## src/design/smvr_pkg.sv

```systemverilog
// shared types and constants for the sample statistics block
package smvr_pkg;

   // result status codes
   localparam logic [1:0] STAT_OK      = 2'd0;
   localparam logic [1:0] STAT_SINGLE  = 2'd1;
   localparam logic [1:0] STAT_EMPTY   = 2'd2;
   localparam logic [1:0] STAT_DROPPED = 2'd3;

   // reference value after reset, 0.04123 m in Q7.16
   localparam logic signed [23:0] REF_RESET = 24'sd2702;

   // divide / square root unit geometry
   localparam int DS_WIDTH      = 64;
   localparam int DS_DIV_WIDTH  = 11;
   localparam int DS_REM_WIDTH  = 36;
   localparam int DS_DIV_STEPS  = 64;
   localparam int DS_SQRT_STEPS = 32;

   typedef struct packed {
      logic start;
      logic sqrt_mode;
   } ds_ctl_type;

endpackage

```

## src/design/smvr_divsqrt.sv

```systemverilog
// shared restoring divider and floor square root, one result bit per cycle
module smvr_divsqrt (
   input  logic                                  clock,
   input  logic                                  reset,
   input  smvr_pkg::ds_ctl_type                  ctl,
   input  logic [smvr_pkg::DS_WIDTH-1:0]         operand,
   input  logic [smvr_pkg::DS_DIV_WIDTH-1:0]     divisor,
   output logic                                  done,
   output logic [smvr_pkg::DS_WIDTH-1:0]         result,
   output logic [smvr_pkg::DS_DIV_WIDTH-1:0]     remainder
);

   localparam int RW = smvr_pkg::DS_REM_WIDTH;
   localparam int W  = smvr_pkg::DS_WIDTH;

   logic                             busy_ff;
   logic                             mode_ff;
   logic                             done_ff;
   logic [5:0]                       step_ff;
   logic [W-1:0]                     x_ff;
   logic [W-1:0]                     q_ff;
   logic [RW-1:0]                    rem_ff;
   logic [smvr_pkg::DS_DIV_WIDTH-1:0] div_ff;

   logic [RW-1:0] wide;
   logic [RW-1:0] trial;
   logic [RW-1:0] diff;
   logic          ge;
   logic          last_step;

   // one shared compare and subtract serves both operations
   always_comb begin
      if (mode_ff) begin
         wide  = {rem_ff[RW-3:0], x_ff[W-1:W-2]};
         trial = {2'b00, q_ff[31:0], 2'b01};
      end else begin
         wide  = {rem_ff[RW-2:0], x_ff[W-1]};
         trial = RW'(div_ff);
      end
      ge        = (wide >= trial);
      diff      = wide - trial;
      last_step = mode_ff ? (step_ff == 6'(smvr_pkg::DS_SQRT_STEPS - 1))
                          : (step_ff == 6'(smvr_pkg::DS_DIV_STEPS - 1));
   end

   always_ff @(posedge clock) begin
      if (reset) begin
         busy_ff <= 1'b0;
         done_ff <= 1'b0;
         step_ff <= '0;
      end else begin
         done_ff <= 1'b0;
         if (ctl.start) begin
            busy_ff <= 1'b1;
            mode_ff <= ctl.sqrt_mode;
            step_ff <= '0;
            x_ff    <= operand;
            q_ff    <= '0;
            rem_ff  <= '0;
            div_ff  <= divisor;
         end else if (busy_ff) begin
            rem_ff  <= ge ? diff : wide;
            q_ff    <= {q_ff[W-2:0], ge};
            x_ff    <= mode_ff ? {x_ff[W-3:0], 2'b00} : {x_ff[W-2:0], 1'b0};
            step_ff <= step_ff + 6'd1;
            if (last_step) begin
               busy_ff <= 1'b0;
               done_ff <= 1'b1;
            end
         end
      end
   end

   assign done      = done_ff;
   assign result    = q_ff;
   assign remainder = rem_ff[smvr_pkg::DS_DIV_WIDTH-1:0];

endmodule

```

## src/design/sample_mean_variance_rmse.sv

```systemverilog
// sample count, mean, sample variance, standard deviation and rmse of a sample set
// an accumulated sample takes the transfer plus two squarings on the shared multiplier,
// a dropped one only the transfer; the result follows the transfer marked last through
// three 64-step divides and two 32-step roots on the shared unit (two divides with
// fewer than two samples kept). input is ready again the cycle after the result transfer.
// synchronous reset clears the sums and count and loads the reference with 2702.
module sample_mean_variance_rmse #(
   parameter int MAX_SAMPLES = 1024
) (
   input  logic               clock,
   input  logic               reset,
   input  logic               csr_we,
   input  logic signed [23:0] csr_wdata,
   input  logic               req_valid,
   output logic               req_ready,
   input  logic signed [23:0] req_sample,
   input  logic               req_last,
   output logic               rsp_valid,
   input  logic               rsp_ready,
   output logic [10:0]        rsp_sample_count,
   output logic signed [23:0] rsp_mean_value,
   output logic [30:0]        rsp_variance,
   output logic [23:0]        rsp_std_dev,
   output logic [24:0]        rsp_rmse,
   output logic [1:0]         rsp_status
);

   typedef enum logic [3:0] {
      S_IDLE, S_MUL_SAMPLE, S_MUL_ERROR, S_FIN_ERR, S_MEAN_WAIT, S_MUL_QN,
      S_MUL_QNQ, S_MUL_QR, S_MUL_RR, S_MSE_WAIT, S_VAR_WAIT, S_MUL_MN,
      S_VAR_FIX, S_STD_WAIT, S_RMSE_WAIT, S_OUT
   } state_type;

   localparam logic [10:0] CAPACITY = 11'(MAX_SAMPLES);

   state_type          state_ff;
   logic signed [23:0] ref_ff;
   logic [10:0]        count_ff;
   logic signed [33:0] sum_ff;
   logic [56:0]        sumsq_ff;
   logic [59:0]        errsq_ff;
   logic               ovf_ff;
   logic signed [23:0] s_ff;
   logic signed [24:0] d_ff;
   logic               last_ff;
   logic               take_ff;
   logic               pend_ff;
   logic signed [60:0] prod_ff;
   logic signed [23:0] q_ff;
   logic signed [11:0] r_ff;
   logic signed [59:0] a_ff;
   logic [59:0]        mse_ff;
   logic [57:0]        k_ff;
   logic [9:0]         m_ff;
   logic [19:0]        rr_ff;
   logic [57:0]        var_ff;
   logic [23:0]        std_ff;
   logic [24:0]        rmse_ff;

   logic signed [35:0] mul_a;
   logic signed [24:0] mul_b;
   logic signed [60:0] mul_p;

   smvr_pkg::ds_ctl_type ds_ctl;
   logic [63:0]          ds_operand;
   logic [10:0]          ds_divisor;
   logic                 ds_done;
   logic [63:0]          ds_result;
   logic [10:0]          ds_rem;

   logic [33:0]        sum_mag;
   logic [59:0]        a_clamp;
   logic [57:0]        var_in;
   logic signed [23:0] q_in;
   logic signed [11:0] r_in;
   logic signed [24:0] cnt_s;

   smvr_divsqrt u_divsqrt (
      .clock     (clock),
      .reset     (reset),
      .ctl       (ds_ctl),
      .operand   (ds_operand),
      .divisor   (ds_divisor),
      .done      (ds_done),
      .result    (ds_result),
      .remainder (ds_rem)
   );

   always_comb begin
      cnt_s   = signed'({14'd0, count_ff});
      sum_mag = sum_ff[33] ? 34'(-sum_ff) : 34'(sum_ff);
      a_clamp = a_ff[59] ? '0 : 60'(a_ff);
      // truncating division: quotient and remainder take the sign of the sum
      q_in    = sum_ff[33] ? -signed'(ds_result[23:0]) : signed'(ds_result[23:0]);
      r_in    = sum_ff[33] ? -signed'({1'b0, ds_rem}) : signed'({1'b0, ds_rem});
      // step the quotient down when the remainder term does not cover r*r/n
      if (prod_ff[20:0] < {1'b0, rr_ff}) begin
         var_in = (k_ff == '0) ? '0 : k_ff - 58'd1;
      end else begin
         var_in = k_ff;
      end
   end

   // operand select for the shared multiplier
   always_comb begin
      mul_a = '0;
      mul_b = '0;
      case (state_ff)
         S_MUL_SAMPLE: begin
            mul_a = 36'(s_ff);
            mul_b = 25'(s_ff);
         end
         S_MUL_ERROR: begin
            mul_a = 36'(d_ff);
            mul_b = d_ff;
         end
         S_MUL_QN: begin
            mul_a = 36'(q_ff);
            mul_b = cnt_s;
         end
         S_MUL_QNQ: begin
            mul_a = prod_ff[35:0];
            mul_b = 25'(q_ff);
         end
         S_MUL_QR: begin
            mul_a = 36'(q_ff);
            mul_b = 25'(r_ff);
         end
         S_MUL_RR: begin
            mul_a = 36'(r_ff);
            mul_b = 25'(r_ff);
         end
         S_MUL_MN: begin
            mul_a = signed'({26'd0, m_ff});
            mul_b = cnt_s;
         end
         default: begin
            mul_a = '0;
            mul_b = '0;
         end
      endcase
   end

   assign mul_p = mul_a * mul_b;

   // divide / square root requests
   always_comb begin
      ds_ctl     = '0;
      ds_operand = '0;
      ds_divisor = count_ff;
      case (state_ff)
         S_FIN_ERR: begin
            ds_ctl.start = 1'b1;
            ds_operand   = 64'(sum_mag);
         end
         S_MEAN_WAIT: begin
            ds_ctl.start = ds_done;
            ds_operand   = 64'(errsq_ff);
         end
         S_MSE_WAIT: begin
            ds_ctl.start = ds_done;
            if (count_ff >= 11'd2) begin
               ds_operand = 64'(a_clamp);
               ds_divisor = count_ff - 11'd1;
            end else begin
               ds_ctl.sqrt_mode = 1'b1;
            end
         end
         S_VAR_FIX: begin
            ds_ctl.start     = 1'b1;
            ds_ctl.sqrt_mode = 1'b1;
            ds_operand       = 64'(var_in);
         end
         S_STD_WAIT: begin
            ds_ctl.start     = ds_done;
            ds_ctl.sqrt_mode = 1'b1;
            ds_operand       = 64'(mse_ff);
         end
         default: begin
            ds_ctl     = '0;
            ds_operand = '0;
         end
      endcase
   end

   always_ff @(posedge clock) begin
      if (reset) begin
         state_ff <= S_IDLE;
         ref_ff   <= smvr_pkg::REF_RESET;
         count_ff <= '0;
         sum_ff   <= '0;
         sumsq_ff <= '0;
         errsq_ff <= '0;
         ovf_ff   <= 1'b0;
         take_ff  <= 1'b0;
         pend_ff  <= 1'b0;
      end else begin
         if (csr_we) begin
            ref_ff <= csr_wdata;
         end
         case (state_ff)
            S_IDLE: begin
               // finish the error square of the previous sample
               if (pend_ff) begin
                  errsq_ff <= errsq_ff + 60'(prod_ff[56:0]);
                  pend_ff  <= 1'b0;
               end
               if (req_valid) begin
                  s_ff    <= req_sample;
                  d_ff    <= 25'(req_sample) - 25'(ref_ff);
                  last_ff <= req_last;
                  if (count_ff < CAPACITY) begin
                     count_ff <= count_ff + 11'd1;
                     sum_ff   <= sum_ff + 34'(req_sample);
                     take_ff  <= 1'b1;
                     state_ff <= S_MUL_SAMPLE;
                  end else begin
                     ovf_ff   <= 1'b1;
                     take_ff  <= 1'b0;
                     state_ff <= req_last ? S_FIN_ERR : S_IDLE;
                  end
               end
            end
            S_MUL_SAMPLE: begin
               prod_ff  <= mul_p;
               state_ff <= S_MUL_ERROR;
            end
            S_MUL_ERROR: begin
               sumsq_ff <= sumsq_ff + prod_ff[56:0];
               prod_ff  <= mul_p;
               if (last_ff) begin
                  state_ff <= S_FIN_ERR;
               end else begin
                  pend_ff  <= 1'b1;
                  state_ff <= S_IDLE;
               end
            end
            S_FIN_ERR: begin
               if (take_ff) begin
                  errsq_ff <= errsq_ff + 60'(prod_ff[56:0]);
               end
               state_ff <= S_MEAN_WAIT;
            end
            S_MEAN_WAIT: begin
               if (ds_done) begin
                  q_ff     <= q_in;
                  r_ff     <= r_in;
                  state_ff <= S_MUL_QN;
               end
            end
            S_MUL_QN: begin
               prod_ff  <= mul_p;
               state_ff <= S_MUL_QNQ;
            end
            S_MUL_QNQ: begin
               prod_ff  <= mul_p;
               state_ff <= S_MUL_QR;
            end
            S_MUL_QR: begin
               // a = sumsq - n*q*q - 2*q*r
               a_ff     <= signed'({3'b000, sumsq_ff}) - prod_ff[59:0];
               prod_ff  <= mul_p;
               state_ff <= S_MUL_RR;
            end
            S_MUL_RR: begin
               a_ff     <= a_ff - signed'({prod_ff[58:0], 1'b0});
               prod_ff  <= mul_p;
               state_ff <= S_MSE_WAIT;
            end
            S_MSE_WAIT: begin
               rr_ff <= prod_ff[19:0];
               if (ds_done) begin
                  mse_ff <= ds_result[59:0];
                  if (count_ff >= 11'd2) begin
                     state_ff <= S_VAR_WAIT;
                  end else begin
                     var_ff   <= '0;
                     state_ff <= S_STD_WAIT;
                  end
               end
            end
            S_VAR_WAIT: begin
               if (ds_done) begin
                  k_ff     <= ds_result[57:0];
                  m_ff     <= ds_rem[9:0];
                  state_ff <= S_MUL_MN;
               end
            end
            S_MUL_MN: begin
               prod_ff  <= mul_p;
               state_ff <= S_VAR_FIX;
            end
            S_VAR_FIX: begin
               var_ff   <= var_in;
               state_ff <= S_STD_WAIT;
            end
            S_STD_WAIT: begin
               if (ds_done) begin
                  std_ff   <= ds_result[23:0];
                  state_ff <= S_RMSE_WAIT;
               end
            end
            S_RMSE_WAIT: begin
               if (ds_done) begin
                  rmse_ff  <= ds_result[24:0];
                  state_ff <= S_OUT;
               end
            end
            S_OUT: begin
               if (rsp_ready) begin
                  count_ff <= '0;
                  sum_ff   <= '0;
                  sumsq_ff <= '0;
                  errsq_ff <= '0;
                  ovf_ff   <= 1'b0;
                  take_ff  <= 1'b0;
                  state_ff <= S_IDLE;
               end
            end
            default: begin
               state_ff <= S_IDLE;
            end
         endcase
      end
   end

   assign req_ready        = (state_ff == S_IDLE);
   assign rsp_valid        = (state_ff == S_OUT);
   assign rsp_sample_count = count_ff;
   assign rsp_mean_value   = (count_ff == '0) ? '0 : q_ff;
   assign rsp_variance     = var_ff[46:16];
   assign rsp_std_dev      = std_ff;
   assign rsp_rmse         = (count_ff == '0) ? '0 : rmse_ff;

   always_comb begin
      if (count_ff == '0) begin
         rsp_status = smvr_pkg::STAT_EMPTY;
      end else if (ovf_ff) begin
         rsp_status = smvr_pkg::STAT_DROPPED;
      end else if (count_ff == 11'd1) begin
         rsp_status = smvr_pkg::STAT_SINGLE;
      end else begin
         rsp_status = smvr_pkg::STAT_OK;
      end
   end

   a_no_overlap: assert property (@(posedge clock) disable iff (reset)
      !(req_ready && rsp_valid))
      else $error("input taken while a result is pending");

   a_capacity: assert property (@(posedge clock) disable iff (reset)
      count_ff <= CAPACITY)
      else $error("sample count beyond capacity");

   a_clear_after_rsp: assert property (@(posedge clock) disable iff (reset)
      (rsp_valid && rsp_ready) |=> (count_ff == '0) && !ovf_ff)
      else $error("accumulators not cleared after result transfer");

   a_ok_needs_two: assert property (@(posedge clock) disable iff (reset)
      (rsp_valid && (rsp_status == smvr_pkg::STAT_OK)) |-> (rsp_sample_count >= 11'd2))
      else $error("ok status with fewer than two samples");

endmodule
```

## config.mk

```make
export PLATFORM = sky130hd
export DESIGN_NAME = sample_mean_variance_rmse
export DESIGN_NICKNAME = d
export VERILOG_FILES = /design/src/design/smvr_pkg.sv /design/src/design/smvr_divsqrt.sv /design/src/design/sample_mean_variance_rmse.sv
export SDC_FILE = /design/constraint.sdc
export NUM_CORES = 2
export LEC_CHECK = 0
export BUFFER_PORTS_ARGS = -buffer_cell sky130_fd_sc_hd__buf_2
export CAP_MARGIN = 20
export CORE_ASPECT_RATIO = 0.6
export CORE_MARGIN = 2
export CORE_UTILIZATION = 51
export DETAILED_ROUTE_END_ITERATION = 7
export MAX_ROUTING_LAYER = met4
export PLACE_DENSITY = 0.67
export REMOVE_ABC_BUFFERS = 1
export SLEW_MARGIN = 20
export SYNTH_ARGS = -nofsm -noshare
export SYNTH_HDL_FRONTEND = slang
export SYNTH_HIERARCHICAL = 1
export SYNTH_SLANG_ARGS = --single-unit
```

## constraint.sdc

```tcl
create_clock -name clock -period 13 [get_ports clock]
set_input_delay 1.3 -clock clock [delete_from_list [all_inputs] [get_ports clock]]
set_output_delay 1.3 -clock clock [all_outputs]
set_load 0.02 [all_outputs]
```

==> impl_results.md <==
* Remaining Overflow, GRT at 0
* Instance count after placement with tap cells included at 10800
* Critical path fanouts, max at 72
* Critical path type: flop to flop
* DRC Markers at 48
* Number of global-route vias before repair at 65000
* Clock tree from TritonCTS: yes
* Die boundary width at 521 um
* Routability congestion estimate at 1.06
* Hold path depth at 0
* Dpl hpwl at 227000 um
* Count of final max-slew check failures at 0
* Max stage delay cell, worst path: nand2_1
* Register-to-Register Path Depth at 32
* Clk_lat worst skew at 0.72 ns
* Number of detailed-route iterations in the first pass at 8
* Clock buffers created by TritonCTS at 76
* Final routed wirelength across all metal layers at 284000 um
* Type of element launching the critical path: flop
* Number of max-capacitance violations reported at 0
* DIE HEIGHT at 314 um
* Iteration-0 DRC count of the detailed router at 9152
* Worst max-slew margin expressed relative to the limit at 16.0%
* Count of buffers inserted at the top-level ports at 172
* Cell Area, Synth at 0.0819 sq mm
* Arrival time of data at the critical path endpoint at 12.07 ns
* Number of clock sinks at 806
* Final hold viol count at 0
* Fin Clk Skew at 0.0451 ns
* Highest attainable clock frequency at 86.0 MHz
* Crit-path max cell delay at 0.92 ns
* Avg Synthesized Cell Area at 9.26 sq um
* Effective utilization at floorplan at 51.5%
* Detail-routed net length per standard cell at 25.8 um
* Non-Filler Instances at 11000
* Syn Inst Count at 8843
* Maximum number of pins on one net before global-route repair at 175
* Number of cells upsized or downsized after cts at 0
* Status: complete, but fails checks
* Area of the core region at 0.159 sq mm
* Boundary pin count at 173
* Placement Rows at 113
* Violated checks: design-rule violations
* Tightest Hold Check Type: flop to flop
* GRT Resource Usage Total at 35.5%
* Hold_buf cts at 0
* Time the worst path needs with I/O delays and setup at 11.63 ns
* Post-CTS Setup Repair Bufs at 0
* Total number of nets in the final design at 10300
* Clock buffer depth at 3
* Vias per cell at 6.13
* Full die area at 0.164 sq mm
* Wire length of the first global-routing pass at 422000 um
* Proportion of layout cells with a drive suffix above 1 at 6.43%
* Setup repair after global routing missed its margin: no
* Number of warnings reported in the yosys synthesis log at 6
* Post-CTS clock slew at the launch and capture registers of the worst setup and hold paths at 0.07 ns
* Htree depth at 3
* Transition time of the tightest slew-check pin at 1.26 ns
* Number of filler instances in the final layout at 14300
* Initial antenna violation count at 12
* CTS root buf: clkbuf_16
* Endpoint class of the critical path: flop
* Share of the clock period used by the worst path after layout at 89.5%
* Antenna violation net count after detailed routing at 0
* Required time of the critical path at 13.44 ns
* DR vias at 67400
* Layout overhead on the synthesized area at 7.07%
* Finish-stage setup viols at 0
* Most frequent CP cell: fa_1
## final cells by class
cell class | instances | area (sq um) | share of cell area [%]
multi-input combinational | 6411 | 53700 | 61.2
sequential | 806 | 22200 | 25.3
inverter | 1176 | 4410 | 5.03
tap | 2127 | 2660 | 3.03
timing repair buffer | 328 | 2120 | 2.41
clock buffer | 87 | 1960 | 2.24
clock inverter | 52 | 633 | 0.722
antenna | 13 | 32.5 | 0.0371
## flip-flops by register name, summed over array words and instances, names as in the netlist, 25 cells and up
signal / cells
u_divsqrt/x_ff: 64
a_ff: 60
errsq_ff: 60
mse_ff: 60
prod_ff: 60
u_divsqrt/result: 60
k_ff: 58
sumsq_ff: 57
u_divsqrt/rem_ff: 35
sum_ff: 34
var_ff: 31
d_ff: 25
rmse_ff: 25
## stage by stage
step           hold slack (ns)  setup TNS [ns]  cell area, sq um  setup WS (ns)  util (%)
6_report                 0.428               0             87700           1.37      55.2
5_1_grt                  0.442               0             87700           1.03      55.2
4_1_cts                  0.431               0             87600           1.84      55.1
3_5_place_dp             0.415               0             85000           1.89      53.5
3_3_place_gp             0.418               0             84900           1.98      53.5
2_1_floorplan            0.400         -935.13             80100          -5.82         -
## placed cells by master (no fill, tap or decap), drive strengths merged, types with 104 or more instances in the layout
cell,instances
inv,1184
nor2,936
nand2,915
fa,910
edfxtp,605
ha,508
a21oi,432
o21ai,372
buf,328
xnor2,323
dfxtp,201
a21o,190
xor2,161
a22oi,133
mux2i,119
nor2b,116
nand3,104
## critical path, delay by kind of cell, from the launching register on
family | cells | cell delay, ns
AND/OR/NAND/NOR | 7 | 2.34
AO/OA/AOI/OAI | 9 | 2.83
XOR/XNOR | 1 | 0.09
adder cells (fa/ha/maj) | 8 | 3.99
buffers and inverters | 7 | 1.33
flip-flops | 1 | 0.72
## routing by layer
layer	track usage (%)	vias to the layer above	part of all wire, %
li1	-	29600	-
met1	53.6	33200	45
met2	43.9	4147	37
met3	13.4	446	15
met4	8.22	0	2.6
met5	-	-	0
## worst paths after layout
path / from / endpoint / slack, ns
min: u_divsqrt/result[59]$_SDFFCE_PP0P_ / mse_ff[59]$_DFFE_PP_ / 0.43
max: state_ff[1]$_SDFFE_PP0P_ / prod_ff[59]$_DFFE_PP_ / 1.37
min reg2reg: u_divsqrt/result[59]$_SDFFCE_PP0P_ / mse_ff[59]$_DFFE_PP_ / 0.43
max reg2reg: state_ff[1]$_SDFFE_PP0P_ / prod_ff[59]$_DFFE_PP_ / 1.37
Power is left out: the tool's default activity adds up to more than one toggle a clock period on the data nets, which glitch-free logic cannot reach.
